File: src/design/fpim_pkg.sv
// ----------------------------------------------------------------------------
// fpim_pkg
// Shared widths, codes and item types of the five-point interval minimizer.
// ----------------------------------------------------------------------------
package fpim_pkg;

  // Field widths
  localparam int unsigned POINT_WIDTH     = 32;
  localparam int unsigned VALUE_WIDTH     = 32;
  localparam int unsigned MAX_INNER_WIDTH = 8;

  // Configuration port
  localparam int unsigned                 ADDR_WIDTH      = 3;
  localparam int unsigned                 DATA_WIDTH      = 32;
  localparam logic [MAX_INNER_WIDTH-1:0]  MAX_INNER_RESET = 8'd20;
  localparam logic [ADDR_WIDTH-3:0]       REG_MAX_INNER   = 1'b0;

  // Input action codes
  localparam logic ACT_START  = 1'b0;
  localparam logic ACT_SAMPLE = 1'b1;

  // Probe slots, ordered from lower end to upper end
  localparam int unsigned NUM_SLOTS = 5;
  localparam int unsigned SLOT_LWR  = 0;
  localparam int unsigned SLOT_QTR  = 1;
  localparam int unsigned SLOT_MID  = 2;
  localparam int unsigned SLOT_3QT  = 3;
  localparam int unsigned SLOT_UPR  = 4;

  // Result kind codes
  typedef enum logic [1:0] {
    KIND_PROBE   = 2'd0,
    KIND_DONE    = 2'd1,
    KIND_IGNORED = 2'd2
  } kind_e;

  typedef struct packed {
    logic                           action;
    logic signed [POINT_WIDTH-1:0]  lower_bound;
    logic signed [POINT_WIDTH-1:0]  upper_bound;
    logic signed [POINT_WIDTH-1:0]  start_point;
    logic signed [VALUE_WIDTH-1:0]  start_value;
    logic signed [VALUE_WIDTH-1:0]  sample_value;
  } in_item_t;

  typedef struct packed {
    kind_e                          kind;
    logic signed [POINT_WIDTH-1:0]  point;
    logic signed [VALUE_WIDTH-1:0]  value;
    logic                           improved;
  } out_item_t;

endpackage

File: src/design/fpim_cfg.sv
// ----------------------------------------------------------------------------
// fpim_cfg
// APB-style register file holding the inner iteration limit.
// ----------------------------------------------------------------------------
module fpim_cfg (
  input  logic                                 clk_i,
  input  logic                                 rst_ni,
  input  logic                                 psel,
  input  logic                                 penable,
  input  logic                                 pwrite,
  input  logic [fpim_pkg::ADDR_WIDTH-1:0]      paddr,
  input  logic [fpim_pkg::DATA_WIDTH-1:0]      pwdata,
  output logic [fpim_pkg::DATA_WIDTH-1:0]      prdata,
  output logic                                 pready,
  output logic [fpim_pkg::MAX_INNER_WIDTH-1:0] max_inner_o
);

  logic [fpim_pkg::MAX_INNER_WIDTH-1:0] max_inner_q;
  logic                                 sel_max_inner;

  // Decode the word address
  assign sel_max_inner = (paddr[fpim_pkg::ADDR_WIDTH-1:2] == fpim_pkg::REG_MAX_INNER);

  // Write the register on the access cycle
  always_ff @(posedge clk_i or negedge rst_ni) begin
    if (!rst_ni) begin
      max_inner_q <= fpim_pkg::MAX_INNER_RESET;
    end else if (psel && penable && pwrite && sel_max_inner) begin
      max_inner_q <= pwdata[fpim_pkg::MAX_INNER_WIDTH-1:0];
    end
  end

  // Read back, zero outside the map
  always_comb begin
    prdata = '0;
    if (sel_max_inner) begin
      prdata[fpim_pkg::MAX_INNER_WIDTH-1:0] = max_inner_q;
    end
  end

  assign pready      = 1'b1;
  assign max_inner_o = max_inner_q;

endmodule

File: src/design/fpim_core.sv
// ----------------------------------------------------------------------------
// fpim_core
// Search state and the combinational update that turns one item into a result.
// ----------------------------------------------------------------------------
module fpim_core (
  input  logic                                 clk_i,
  input  logic                                 rst_ni,
  input  logic                                 accept_i,
  input  fpim_pkg::in_item_t                   item_i,
  input  logic [fpim_pkg::MAX_INNER_WIDTH-1:0] max_inner_i,
  output fpim_pkg::out_item_t                  result_o
);

  localparam int unsigned PW = fpim_pkg::POINT_WIDTH;
  localparam int unsigned VW = fpim_pkg::VALUE_WIDTH;
  localparam int unsigned CW = fpim_pkg::MAX_INNER_WIDTH;

  typedef enum logic [3:0] {
    PH_IDLE, PH_UPR0, PH_LWR0, PH_QTR0, PH_MID0, PH_3QT0, PH_NMID, PH_QTR, PH_3QT
  } phase_e;

  phase_e                phase_q, phase_d;
  logic signed [PW-1:0]  pts_q  [fpim_pkg::NUM_SLOTS];
  logic signed [PW-1:0]  pts_d  [fpim_pkg::NUM_SLOTS];
  logic signed [VW-1:0]  vals_q [fpim_pkg::NUM_SLOTS];
  logic signed [VW-1:0]  vals_d [fpim_pkg::NUM_SLOTS];
  logic signed [PW-1:0]  best_point_q, best_point_d;
  logic signed [VW-1:0]  best_value_q, best_value_d;
  logic signed [PW-1:0]  origin_point_q, origin_point_d;
  logic signed [VW-1:0]  origin_value_q, origin_value_d;
  logic [CW-1:0]         count_q, count_d;

  // Decision signals
  logic signed [VW-1:0]  vals_eff [fpim_pkg::NUM_SLOTS];
  logic signed [PW-1:0]  pts_cp   [fpim_pkg::NUM_SLOTS];
  logic signed [VW-1:0]  vals_cp  [fpim_pkg::NUM_SLOTS];
  logic [fpim_pkg::NUM_SLOTS-1:0] is_min;
  logic                  end_won;
  logic signed [PW-1:0]  win_point;
  logic signed [VW-1:0]  win_value;

  // Probe point unit
  logic signed [PW-1:0]  calc_lwr, calc_upr;
  logic signed [PW:0]    span, half, quart, three;
  logic [PW:0]           mid_sum, qtr_sum, tqt_sum;
  logic signed [PW-1:0]  c_mid, c_qtr, c_3qt;

  // Iteration limit
  logic [CW-1:0]         count_inc, limit;
  logic                  do_decide;

  // Substitute the arriving three-quarter sample into the value set
  always_comb begin
    for (int i = 0; i < fpim_pkg::NUM_SLOTS; i++) begin
      vals_eff[i] = vals_q[i];
    end
    vals_eff[fpim_pkg::SLOT_3QT] = item_i.sample_value;
  end

  // Flag each slot whose value is not above any other
  always_comb begin
    for (int k = 0; k < fpim_pkg::NUM_SLOTS; k++) begin
      is_min[k] = 1'b1;
      for (int i = 0; i < fpim_pkg::NUM_SLOTS; i++) begin
        if (vals_eff[k] > vals_eff[i]) begin
          is_min[k] = 1'b0;
        end
      end
    end
  end

  // Pick the winner by priority and narrow the interval around it
  always_comb begin
    for (int i = 0; i < fpim_pkg::NUM_SLOTS; i++) begin
      pts_cp[i]  = pts_q[i];
      vals_cp[i] = vals_eff[i];
    end
    end_won = 1'b0;
    if (is_min[fpim_pkg::SLOT_MID]) begin
      win_point = pts_q[fpim_pkg::SLOT_MID];
      win_value = vals_eff[fpim_pkg::SLOT_MID];
      pts_cp[fpim_pkg::SLOT_LWR]  = pts_q[fpim_pkg::SLOT_QTR];
      vals_cp[fpim_pkg::SLOT_LWR] = vals_eff[fpim_pkg::SLOT_QTR];
      pts_cp[fpim_pkg::SLOT_UPR]  = pts_q[fpim_pkg::SLOT_3QT];
      vals_cp[fpim_pkg::SLOT_UPR] = vals_eff[fpim_pkg::SLOT_3QT];
    end else if (is_min[fpim_pkg::SLOT_QTR]) begin
      win_point = pts_q[fpim_pkg::SLOT_QTR];
      win_value = vals_eff[fpim_pkg::SLOT_QTR];
      pts_cp[fpim_pkg::SLOT_UPR]  = pts_q[fpim_pkg::SLOT_MID];
      vals_cp[fpim_pkg::SLOT_UPR] = vals_eff[fpim_pkg::SLOT_MID];
      pts_cp[fpim_pkg::SLOT_MID]  = pts_q[fpim_pkg::SLOT_QTR];
      vals_cp[fpim_pkg::SLOT_MID] = vals_eff[fpim_pkg::SLOT_QTR];
    end else if (is_min[fpim_pkg::SLOT_3QT]) begin
      win_point = pts_q[fpim_pkg::SLOT_3QT];
      win_value = vals_eff[fpim_pkg::SLOT_3QT];
      pts_cp[fpim_pkg::SLOT_LWR]  = pts_q[fpim_pkg::SLOT_MID];
      vals_cp[fpim_pkg::SLOT_LWR] = vals_eff[fpim_pkg::SLOT_MID];
      pts_cp[fpim_pkg::SLOT_MID]  = pts_q[fpim_pkg::SLOT_3QT];
      vals_cp[fpim_pkg::SLOT_MID] = vals_eff[fpim_pkg::SLOT_3QT];
    end else if (is_min[fpim_pkg::SLOT_UPR]) begin
      win_point = pts_q[fpim_pkg::SLOT_UPR];
      win_value = vals_eff[fpim_pkg::SLOT_UPR];
      end_won   = 1'b1;
      pts_cp[fpim_pkg::SLOT_LWR]  = pts_q[fpim_pkg::SLOT_3QT];
      vals_cp[fpim_pkg::SLOT_LWR] = vals_eff[fpim_pkg::SLOT_3QT];
    end else begin
      win_point = pts_q[fpim_pkg::SLOT_LWR];
      win_value = vals_eff[fpim_pkg::SLOT_LWR];
      end_won   = 1'b1;
      pts_cp[fpim_pkg::SLOT_UPR]  = pts_q[fpim_pkg::SLOT_QTR];
      vals_cp[fpim_pkg::SLOT_UPR] = vals_eff[fpim_pkg::SLOT_QTR];
    end
  end

  // Select the interval ends that feed the probe point unit
  always_comb begin
    if (item_i.action == fpim_pkg::ACT_START) begin
      calc_lwr = item_i.lower_bound;
      calc_upr = item_i.upper_bound;
    end else if (phase_q == PH_NMID) begin
      calc_lwr = pts_q[fpim_pkg::SLOT_LWR];
      calc_upr = pts_q[fpim_pkg::SLOT_UPR];
    end else begin
      calc_lwr = pts_cp[fpim_pkg::SLOT_LWR];
      calc_upr = pts_cp[fpim_pkg::SLOT_UPR];
    end
  end

  // Span at one extra bit, fractions by arithmetic shift
  always_comb begin
    span    = {calc_upr[PW-1], calc_upr} - {calc_lwr[PW-1], calc_lwr};
    half    = span >>> 1;
    quart   = span >>> 2;
    three   = half + quart + {{PW{1'b0}}, &span[1:0]};
    mid_sum = {calc_lwr[PW-1], calc_lwr} + half;
    qtr_sum = {calc_lwr[PW-1], calc_lwr} + quart;
    tqt_sum = {calc_lwr[PW-1], calc_lwr} + three;
    c_mid   = mid_sum[PW-1:0];
    c_qtr   = qtr_sum[PW-1:0];
    c_3qt   = tqt_sum[PW-1:0];
  end

  assign count_inc = count_q + {{(CW-1){1'b0}}, 1'b1};
  assign limit     = (max_inner_i == '0) ? {{(CW-1){1'b0}}, 1'b1} : max_inner_i;

  // Next state and result for the accepted item
  always_comb begin
    phase_d        = phase_q;
    best_point_d   = best_point_q;
    best_value_d   = best_value_q;
    origin_point_d = origin_point_q;
    origin_value_d = origin_value_q;
    count_d        = count_q;
    do_decide      = 1'b0;
    for (int i = 0; i < fpim_pkg::NUM_SLOTS; i++) begin
      pts_d[i]  = pts_q[i];
      vals_d[i] = vals_q[i];
    end
    result_o          = '0;
    result_o.kind     = fpim_pkg::KIND_PROBE;

    if (item_i.action == fpim_pkg::ACT_START) begin
      // Load a fresh interval and ask for the upper end first
      pts_d[fpim_pkg::SLOT_LWR] = item_i.lower_bound;
      pts_d[fpim_pkg::SLOT_UPR] = item_i.upper_bound;
      pts_d[fpim_pkg::SLOT_QTR] = c_qtr;
      pts_d[fpim_pkg::SLOT_MID] = c_mid;
      pts_d[fpim_pkg::SLOT_3QT] = c_3qt;
      origin_point_d = item_i.start_point;
      origin_value_d = item_i.start_value;
      count_d        = '0;
      phase_d        = PH_UPR0;
      result_o.point = item_i.upper_bound;
    end else begin
      case (phase_q)
        PH_UPR0: begin
          vals_d[fpim_pkg::SLOT_UPR] = item_i.sample_value;
          phase_d        = PH_LWR0;
          result_o.point = pts_q[fpim_pkg::SLOT_LWR];
        end
        PH_LWR0: begin
          vals_d[fpim_pkg::SLOT_LWR] = item_i.sample_value;
          phase_d        = PH_QTR0;
          result_o.point = pts_q[fpim_pkg::SLOT_QTR];
        end
        PH_QTR0: begin
          vals_d[fpim_pkg::SLOT_QTR] = item_i.sample_value;
          phase_d        = PH_MID0;
          result_o.point = pts_q[fpim_pkg::SLOT_MID];
        end
        PH_MID0: begin
          vals_d[fpim_pkg::SLOT_MID] = item_i.sample_value;
          phase_d        = PH_3QT0;
          result_o.point = pts_q[fpim_pkg::SLOT_3QT];
        end
        PH_3QT0: begin
          do_decide = 1'b1;
        end
        PH_NMID: begin
          vals_d[fpim_pkg::SLOT_MID] = item_i.sample_value;
          pts_d[fpim_pkg::SLOT_QTR]  = c_qtr;
          pts_d[fpim_pkg::SLOT_3QT]  = c_3qt;
          phase_d        = PH_QTR;
          result_o.point = c_qtr;
        end
        PH_QTR: begin
          vals_d[fpim_pkg::SLOT_QTR] = item_i.sample_value;
          phase_d        = PH_3QT;
          result_o.point = pts_q[fpim_pkg::SLOT_3QT];
        end
        PH_3QT: begin
          count_d = count_inc;
          if (count_inc >= limit) begin
            // Report the best point, or revert to the origin
            vals_d[fpim_pkg::SLOT_3QT] = item_i.sample_value;
            phase_d       = PH_IDLE;
            result_o.kind = fpim_pkg::KIND_DONE;
            if (best_value_q < origin_value_q) begin
              result_o.point    = best_point_q;
              result_o.value    = best_value_q;
              result_o.improved = 1'b1;
            end else begin
              result_o.point = origin_point_q;
              result_o.value = origin_value_q;
            end
          end else begin
            do_decide = 1'b1;
          end
        end
        default: begin
          // Drop a sample that arrives with no search running
          phase_d       = PH_IDLE;
          result_o.kind = fpim_pkg::KIND_IGNORED;
        end
      endcase

      if (do_decide) begin
        best_point_d = win_point;
        best_value_d = win_value;
        for (int i = 0; i < fpim_pkg::NUM_SLOTS; i++) begin
          pts_d[i]  = pts_cp[i];
          vals_d[i] = vals_cp[i];
        end
        if (end_won) begin
          pts_d[fpim_pkg::SLOT_MID] = c_mid;
          phase_d        = PH_NMID;
          result_o.point = c_mid;
        end else begin
          pts_d[fpim_pkg::SLOT_QTR] = c_qtr;
          pts_d[fpim_pkg::SLOT_3QT] = c_3qt;
          phase_d        = PH_QTR;
          result_o.point = c_qtr;
        end
      end
    end
  end

  // Hold the search state, advance on each accepted item
  always_ff @(posedge clk_i or negedge rst_ni) begin
    if (!rst_ni) begin
      phase_q        <= PH_IDLE;
      best_point_q   <= '0;
      best_value_q   <= '0;
      origin_point_q <= '0;
      origin_value_q <= '0;
      count_q        <= '0;
      for (int i = 0; i < fpim_pkg::NUM_SLOTS; i++) begin
        pts_q[i]  <= '0;
        vals_q[i] <= '0;
      end
    end else if (accept_i) begin
      phase_q        <= phase_d;
      best_point_q   <= best_point_d;
      best_value_q   <= best_value_d;
      origin_point_q <= origin_point_d;
      origin_value_q <= origin_value_d;
      count_q        <= count_d;
      for (int i = 0; i < fpim_pkg::NUM_SLOTS; i++) begin
        pts_q[i]  <= pts_d[i];
        vals_q[i] <= vals_d[i];
      end
    end
  end

endmodule

File: src/design/fpim_skid.sv
// ----------------------------------------------------------------------------
// fpim_skid
// Output register with a skid stage; the input stall comes from a flop.
// ----------------------------------------------------------------------------
module fpim_skid (
  input  logic                clk_i,
  input  logic                rst_ni,
  input  logic                push_i,
  input  fpim_pkg::out_item_t item_i,
  output logic                full_o,
  output logic                out_valid_o,
  input  logic                out_stall_i,
  output fpim_pkg::out_item_t out_item_o
);

  logic                out_valid_q, skid_valid_q;
  fpim_pkg::out_item_t out_q, skid_q;
  logic                out_free;

  // Output register can load when empty or being taken
  assign out_free = !out_valid_q || !out_stall_i;

  // Control flags
  always_ff @(posedge clk_i or negedge rst_ni) begin
    if (!rst_ni) begin
      out_valid_q  <= 1'b0;
      skid_valid_q <= 1'b0;
    end else if (out_free) begin
      out_valid_q  <= skid_valid_q || push_i;
      skid_valid_q <= 1'b0;
    end else if (push_i) begin
      skid_valid_q <= 1'b1;
    end
  end

  // Payload: skid drains first, new item parks in skid while stalled
  always_ff @(posedge clk_i) begin
    if (out_free) begin
      out_q <= skid_valid_q ? skid_q : item_i;
    end else if (push_i) begin
      skid_q <= item_i;
    end
  end

  assign full_o      = skid_valid_q;
  assign out_valid_o = out_valid_q;
  assign out_item_o  = out_q;

endmodule

File: src/design/five_point_interval_minimizer_top.sv
// ----------------------------------------------------------------------------
// five_point_interval_minimizer_top
// One-parameter five-point interval minimizer driven by an external evaluator.
// ----------------------------------------------------------------------------
//  channel  | direction | handshake                | payload
//  in       | input     | in_valid_i / in_stall_o  | in_item_i  (fpim_pkg::in_item_t)
//  out      | output    | out_valid_o / out_stall_i| out_item_o (fpim_pkg::out_item_t)
//  config   | input     | APB psel/penable/pready  | paddr, pwdata, prdata
//
//  Every item yields exactly one result; an item is taken every cycle while
//  the skid stage is empty.
//  The result is registered in the output register or the skid stage; the
//  search update is a five-way compare, a priority select, a 33-bit span
//  subtract and the probe-point adds between the state flops and those registers.
//  in_stall_o rises only once the output register and the skid stage both hold.
//  Reset leaves the search idle and max_inner at 20.
// ----------------------------------------------------------------------------
module five_point_interval_minimizer_top (
  input  logic                             clk_i,
  input  logic                             rst_ni,
  input  logic                             in_valid_i,
  output logic                             in_stall_o,
  input  fpim_pkg::in_item_t               in_item_i,
  output logic                             out_valid_o,
  input  logic                             out_stall_i,
  output fpim_pkg::out_item_t              out_item_o,
  input  logic                             psel,
  input  logic                             penable,
  input  logic                             pwrite,
  input  logic [fpim_pkg::ADDR_WIDTH-1:0]  paddr,
  input  logic [fpim_pkg::DATA_WIDTH-1:0]  pwdata,
  output logic [fpim_pkg::DATA_WIDTH-1:0]  prdata,
  output logic                             pready
);

  logic                                 accept;
  logic                                 skid_full;
  logic [fpim_pkg::MAX_INNER_WIDTH-1:0] max_inner;
  fpim_pkg::out_item_t                  result;

  // Take an item whenever the skid stage is free
  assign in_stall_o = skid_full;
  assign accept     = in_valid_i && !skid_full;

  fpim_cfg u_cfg (
    .clk_i       (clk_i),
    .rst_ni      (rst_ni),
    .psel        (psel),
    .penable     (penable),
    .pwrite      (pwrite),
    .paddr       (paddr),
    .pwdata      (pwdata),
    .prdata      (prdata),
    .pready      (pready),
    .max_inner_o (max_inner)
  );

  fpim_core u_core (
    .clk_i       (clk_i),
    .rst_ni      (rst_ni),
    .accept_i    (accept),
    .item_i      (in_item_i),
    .max_inner_i (max_inner),
    .result_o    (result)
  );

  fpim_skid u_skid (
    .clk_i       (clk_i),
    .rst_ni      (rst_ni),
    .push_i      (accept),
    .item_i      (result),
    .full_o      (skid_full),
    .out_valid_o (out_valid_o),
    .out_stall_i (out_stall_i),
    .out_item_o  (out_item_o)
  );

endmodule

File: config.mk
export PLATFORM = sky130hd
export DESIGN_NAME = five_point_interval_minimizer_top
export DESIGN_NICKNAME = d
export VERILOG_FILES = /design/src/design/fpim_pkg.sv /design/src/design/fpim_cfg.sv /design/src/design/fpim_core.sv /design/src/design/fpim_skid.sv /design/src/design/five_point_interval_minimizer_top.sv
export SDC_FILE = /design/constraint.sdc
export NUM_CORES = 2
export LEC_CHECK = 0
export BUFFER_PORTS_ARGS = -buffer_cell sky130_fd_sc_hd__buf_2
export CAP_MARGIN = 10
export CORE_ASPECT_RATIO = 1.5
export CORE_MARGIN = 2
export CORE_UTILIZATION = 55
export CTS_BUF_LIST = sky130_fd_sc_hd__clkbuf_4 sky130_fd_sc_hd__clkbuf_8
export CTS_CLUSTER_DIAMETER = 200
export DETAILED_ROUTE_END_ITERATION = 10
export PLACE_DENSITY = 0.77
export SYNTH_ARGS = -nofsm -noshare
export SYNTH_HDL_FRONTEND = slang
export SYNTH_SLANG_ARGS = --single-unit
export TNS_END_PERCENT = 20
File: constraint.sdc
create_clock -name clk_i -period 12.2 [get_ports clk_i]
set_input_delay 1.22 -clock clk_i [delete_from_list [all_inputs] [get_ports clk_i]]
set_output_delay 1.22 -clock clk_i [all_outputs]
set_load 0.01 [all_outputs]
# Word-level counts from Yosys, hierarchy flattened
# Cells that the tools add are included.
dict set report word_totals {
  regBits 572
  latchBits 0
  ram_bits 0
  rom_bits 0
  input_bits 203
  output_inout_bits 102
  wordCells 209
  mem_count 0
}
dict set report op_classes {
  add_sub_neg 7
  multipliers 0
  n_div 0
  order_cmp 22
  n_eq_ne 22
  shifts 0
  muxes 97
  n_bitwise 4
  reduce_logical 31
}
# operator count
set op_table {}
lappend op_table {{2-to-1 mux 32 bit} 48}
lappend op_table {{> comparator 32 bit} 20}
lappend op_table {{2-to-1 mux 160 bit} 3}
lappend op_table {{case mux 32 bit (6 select lines)} 1}
lappend op_table {{2-to-1 mux 67 bit} 1}
lappend op_table {{2-to-1 mux 33 bit} 2}
lappend op_table {{2-to-1 mux 66 bit} 1}
lappend op_table {{adder 32 x 31 -> 32 bit} 2}
lappend op_table {{adder 32 bit} 2}
lappend op_table {{2-to-1 mux 64 bit} 1}
lappend op_table {{subtractor 32 x 32 -> 33 bit} 1}
lappend op_table {{adder 32 x 1 -> 32 bit} 1}
lappend op_table {{< comparator 32 bit} 1}
lappend op_table {{2-to-1 mux 8 bit} 4}
lappend op_table {{case mux 4 bit (8 select lines)} 1}
lappend op_table {{2-to-1 mux 1 bit} 29}
lappend op_table {{equality test 4 x 3 -> 1 bit (second input constant)} 4}
lappend op_table {{AND reduction 5 bit} 3}
lappend op_table {{2-to-1 mux 4 bit} 3}
lappend op_table {{AND reduction 2 bit} 5}
lappend op_table {{AND reduction 3 bit} 3}
lappend op_table {{adder 8 x 1 -> 8 bit (second input constant)} 1}
lappend op_table {{equality test 4 x 2 -> 1 bit (second input constant)} 2}
lappend op_table {{>= comparator 8 bit} 1}
lappend op_table {{22 further kinds} 43}

# Longest topological paths before layout
dict set report depth {
  word_depth 19
  mapped_depth 44
}

# Hierarchy
# From an unflattened synthesis, not the netlist that was laid out.
dict set report hier_totals {
  cells_unflattened 5513
  area_unflattened_um2 47078.9
}
# mod n_inst cells_per_inst area_each_um2 seq_area_each_um2
set by_module_without_submodules {}
lappend by_module_without_submodules {fpim_core 1 5245 41537.3 10710.3}
lappend by_module_without_submodules {fpim_skid 1 215 4946.0 4073.9}
lappend by_module_without_submodules {fpim_cfg 1 52 581.8 202.7}
lappend by_module_without_submodules {five_point_interval_minimizer_top 1 1 13.8 0.0}

# Least setup slack after synthesis
# Ideal clock, no wire load.
dict set report synth_path {
  kind {input port to flip-flop}
  start {input port in_item_i[19] in the netlist's numbering}
  end {register u_skid.out_q, in the netlist u_skid.out_item_o[59], data pin}
  arrival_ns 9.229
  setup_slack_ns 2.711
  cell_stages 39
  cell_sequence {ha_1 > and3_1 > a221o_1 > a221o_1 > a211oi_1 > mux2_2 > o211ai_1 > a211oi_2 > nor2_1 > clkbuf_1 > a22oi_1 > o211ai_1 > o21ai_0 > o21ai_0 > a21oi_1 > ha_1 > nor2b_1 > o21ai_0 > (+3 left out) > a21o_1 > a21oi_1 > o21bai_1 > a21oi_1 > xnor2_1 > ha_1 > a211o_1 > or4_1 > a211oi_1 > o31ai_1 > a21bo_2 > a2111o_1 > a41o_1 > xnor2_1 > and2_1 > a221oi_1 > o21ai_1 > mux2_2}
}
# element line
set synth_rtl {}
lappend synth_rtl {{start, declared} five_point_interval_minimizer_top.sv:23} ;# input fpim_pkg::in_item_t in_item_i,
lappend synth_rtl {{end signal, assigned} fpim_skid.sv:39} ;# out_q <= skid_valid_q ? skid_q : item_i;
lappend synth_rtl {{end, declared} fpim_skid.sv:17} ;# fpim_pkg::out_item_t out_q, skid_q;

==> impl_results.md <==
* Status: finished, final reports clean
* Setup crit start kind: register
* Layout net count at 6,379
* CP bufs+invs at 4
* PortBufs at ~250
* Simple-gate share of the synthesized area at approximately 15%
* Total track usage at around two fifths
* FP Rows at 130
* Critical Path Slowest Stage Cell: nor4_1
* CTS Sinks at approximately 570
* Worst skew pair latency at roughly 0.84 ns
* Critical-path maximum fanout at 20
* Delay-heaviest family, CP: compound AO/OA/AOI/OAI gates
* Die Wd at roughly 240 um
* Arrival @ worst endpoint at 11.49 ns
* Post-CTS Setup Inserts at 0
* Share of cells above drive strength 1 at 12.8%
* H-tree Lvls at 3
* Total gr overflow at 0
* Post-synth top cells: nand2_1 (770), o21ai_0 (533), ha_1 (485), a21oi_1 (446), dfrtp_1 (436)
* Final hold vios at 0
* Max-slew violation count at 0
* Critical Path End Type: register
* Vias at about 45,000
* Measured slew at the worst slew-check pin at 1.26 ns
* Post-synthesis mux area share at under 10%
* Max Cap Viol at 0
* Synth Area in XOR/XNOR at around 2.3%
* First-pass GRT wire length at between 200,000 and 300,000 um
* Top cells by area, synth: dfrtp_1 (23%), ha_1 (13%), edfxtp_1 (8.6%)
* Cell with the most instances after synthesis: nand2_1
* CTS max path bufs at 3
* TritonCTS clock tree: yes
* I/O pin total at 305
* PostCTS Resize Cnt at 0
* Hold buffer count at cts at 0
* Drt wl/cell at 24.9 um
* Die area at roughly 87,000 um2
* Die H at 360 um
* Largest family of logic cells by synthesized area: compound AO/OA/AOI/OAI gates
* Complex-gate fraction of the synthesized area at 26.2%
* DRC at 0
* Initial DRT Pass Iterations at 6
* Max Freq at just over 90 MHz
* Clock-pin slew on the worst setup and hold paths at ~0.060 ns
* Post-route ant nets at 0
* Final setup viols at 0
* Largest net degree at the start of global routing at 152
* Core footprint at between 80,000 and 90,000 um2
* Critical path's largest stage delay at 0.75 ns
* Total CTS buffers at between 90 and 100
* Post-synthesis cell count at around 5,500
* Via density at around 6.5
* Crit Path Class: reg2reg
* Register bit count reported by yosys at between 500 and 600
* Fin crit period at 10.95 ns
* Post-synthesis cell type count at 89
* Final HPWL DP at between 100,000 and 150,000 um
* Tcrit/Tclk final at roughly 90%
* Filler cell count in the final layout at 7,430
* Leading area contributor after synthesis: dfrtp_1
* CTS Root Cell: clkbuf_8
* Initial drt markers at 4,803
* Ys flop type: dfrtp_1
* Layout area overhead at 10.1%
* Hold crit path type: in2async
* Synth warnings at 0
* Seq/Total Area, Yosys at approximately 32%
* Mapped cell area at roughly 47,000 um2
* Vias in the first global route at roughly 44,000
* Post-synthesis adder-cell area fraction at between 10% and 20%
* Post-synth EDFFs at 134
* Initial Util at between 50% and 60%
* Final GP Congestion at around 1.0
* Initial antenna violation count at 13
* Mean post-synth cell area at 8.45 um2
* Final setup TNS at 0 ns
* R2r setup slk at between 1 and 1.5 ns
* Ys async rst share at around three quarters
* Critical path required time at between 10 and 15 ns
* Top cell type's share of synthesized area at between 20% and 30%
* Max Clock Skew at 0.0686 ns
* Slew headroom at around 15%
* RSZ-0062 raised after global routing: no
* DRT Wirelength at 171,000 um
[final cells by class]
type                       count  area, um2  share of cell area, %
tap                         1122       1400                   2.74
inverter                     245        922                   1.80
sequential                   572      15000                   29.2
multi-input combinational   4376      29500                   57.5
clock buffer                 130       1630                   3.18
clock inverter                47        572                   1.11
antenna                       14       35.0                 0.0683
timing repair buffer         367       2220                   4.33
[sequential cells by signal, summed over array words and instances, names as in the netlist]
name / cells
u_core.vals_cp: 32
u_core.phase_q: 4
u_cfg.max_inner_o: 8
u_core.pts_cp: 64
u_core.origin_point_q: 32
u_core.best_point_q: 32
u_core.origin_value_q: 32
u_skid.full_o: 1
u_core.vals_eff: 96
u_core.best_value_q: 32
u_skid.out_item_o: 67
u_skid.skid_q: 67
u_core.pts_q: 96
u_core.count_q: 8
u_skid.out_valid_o: 1
[worst reg2reg max path: cells and delay by family, from the launching register on]
family          cells  cell delay, ns
simple gates        9            2.45
compound gates     20            3.85
fa+ha+maj           3            1.15
xor+xnor            2            0.83
mux                 3            0.76
flops               1            0.48
buf+inv             4            1.19
[metrics by stage]
step / std cells / util [%] / setup slack (ns) / hold WS (ns) / cell area, um2
floorplan: 5538 / - / 2.71 / 0.444 / 46700
global placement: 6679 / 58.5 / 0.978 / 0.460 / 49000
detailed placement: 6679 / 58.5 / 0.920 / 0.470 / 49000
CTS: 6856 / 61.2 / 1.48 / 0.443 / 51200
global route: 6867 / 61.2 / 0.744 / 0.479 / 51300
finish: 6873 / 61.2 / 1.25 / 0.419 / 51300
[layer usage]
metal / global-route usage (%) / share of wire [%] / vias up
li1: - / - / 20300
met1: 43.3 / 36 / 21200
met2: 63.1 / 46 / 2455
met3: 6.58 / 7.8 / 773
met4: 34.4 / 10 / 6
met5: 0 / 0.019 / -
[final timing paths]
kind | start | end | depth (start not counted)
min in group clk_i | u_core.best_point_q[9]$_DFFE_PN0P_ | u_core.best_point_q[9]$_DFFE_PN0P_ | 2
hold / removal | rst_ni | u_core.best_point_q[23]$_DFFE_PN0P_ | 1
setup / recovery | u_core.vals_cp[127]$_DFFE_PN0P_ | u_skid.out_item_o[60]$_DFFE_PN_ | 41
hold reg to reg | u_core.best_point_q[9]$_DFFE_PN0P_ | u_core.best_point_q[9]$_DFFE_PN0P_ | 2
setup reg to reg | u_core.vals_cp[127]$_DFFE_PN0P_ | u_skid.out_item_o[60]$_DFFE_PN_ | 41
max in group asynchronous | rst_ni | u_core.pts_cp[41]$_DFFE_PN0P_ | 2
[cells by family (layout without fill, tap and decap cells)]
kind of cell | count (synthesis) | after routing
buffers and inverters | 590 | 789
adder cells (fa/ha/maj) | 519 | 519
flip-flops | 572 | 572
multiplexers | 233 | 233
AND/OR/NAND/NOR | 1579 | 1579
XOR/XNOR | 120 | 120
other | 2 | 39
AO/OA/AOI/OAI | 1900 | 1900
[layout by cell type, fill, tap and decap left out, types with 73 or more instances in the layout]
| cell | synthesis | final |
|---|---|---|
| mux2i_1 | 129 | 129 |
| a21oi_1 | 446 | 444 |
| nor2_1 | 435 | 428 |
| dfrtp_1 | 436 | 435 |
| buf_4 | 25 | 105 |
| nor2b_1 | 74 | 74 |
| ha_1 | 485 | 485 |
| edfxtp_1 | 134 | 134 |
| clkbuf_8 | 0 | 106 |
| o211ai_1 | 73 | 73 |
| buf_2 | 33 | 251 |
| nand3_1 | 92 | 91 |
| mux2_2 | 104 | 104 |
| inv_1 | 242 | 242 |
| a21o_1 | 208 | 208 |
| a211oi_1 | 114 | 114 |
| o21ai_0 | 533 | 531 |
| nand2_1 | 770 | 764 |
Power is not shown: default switching activity piles up to over one toggle a cycle in this logic, so the estimate is an artifact.
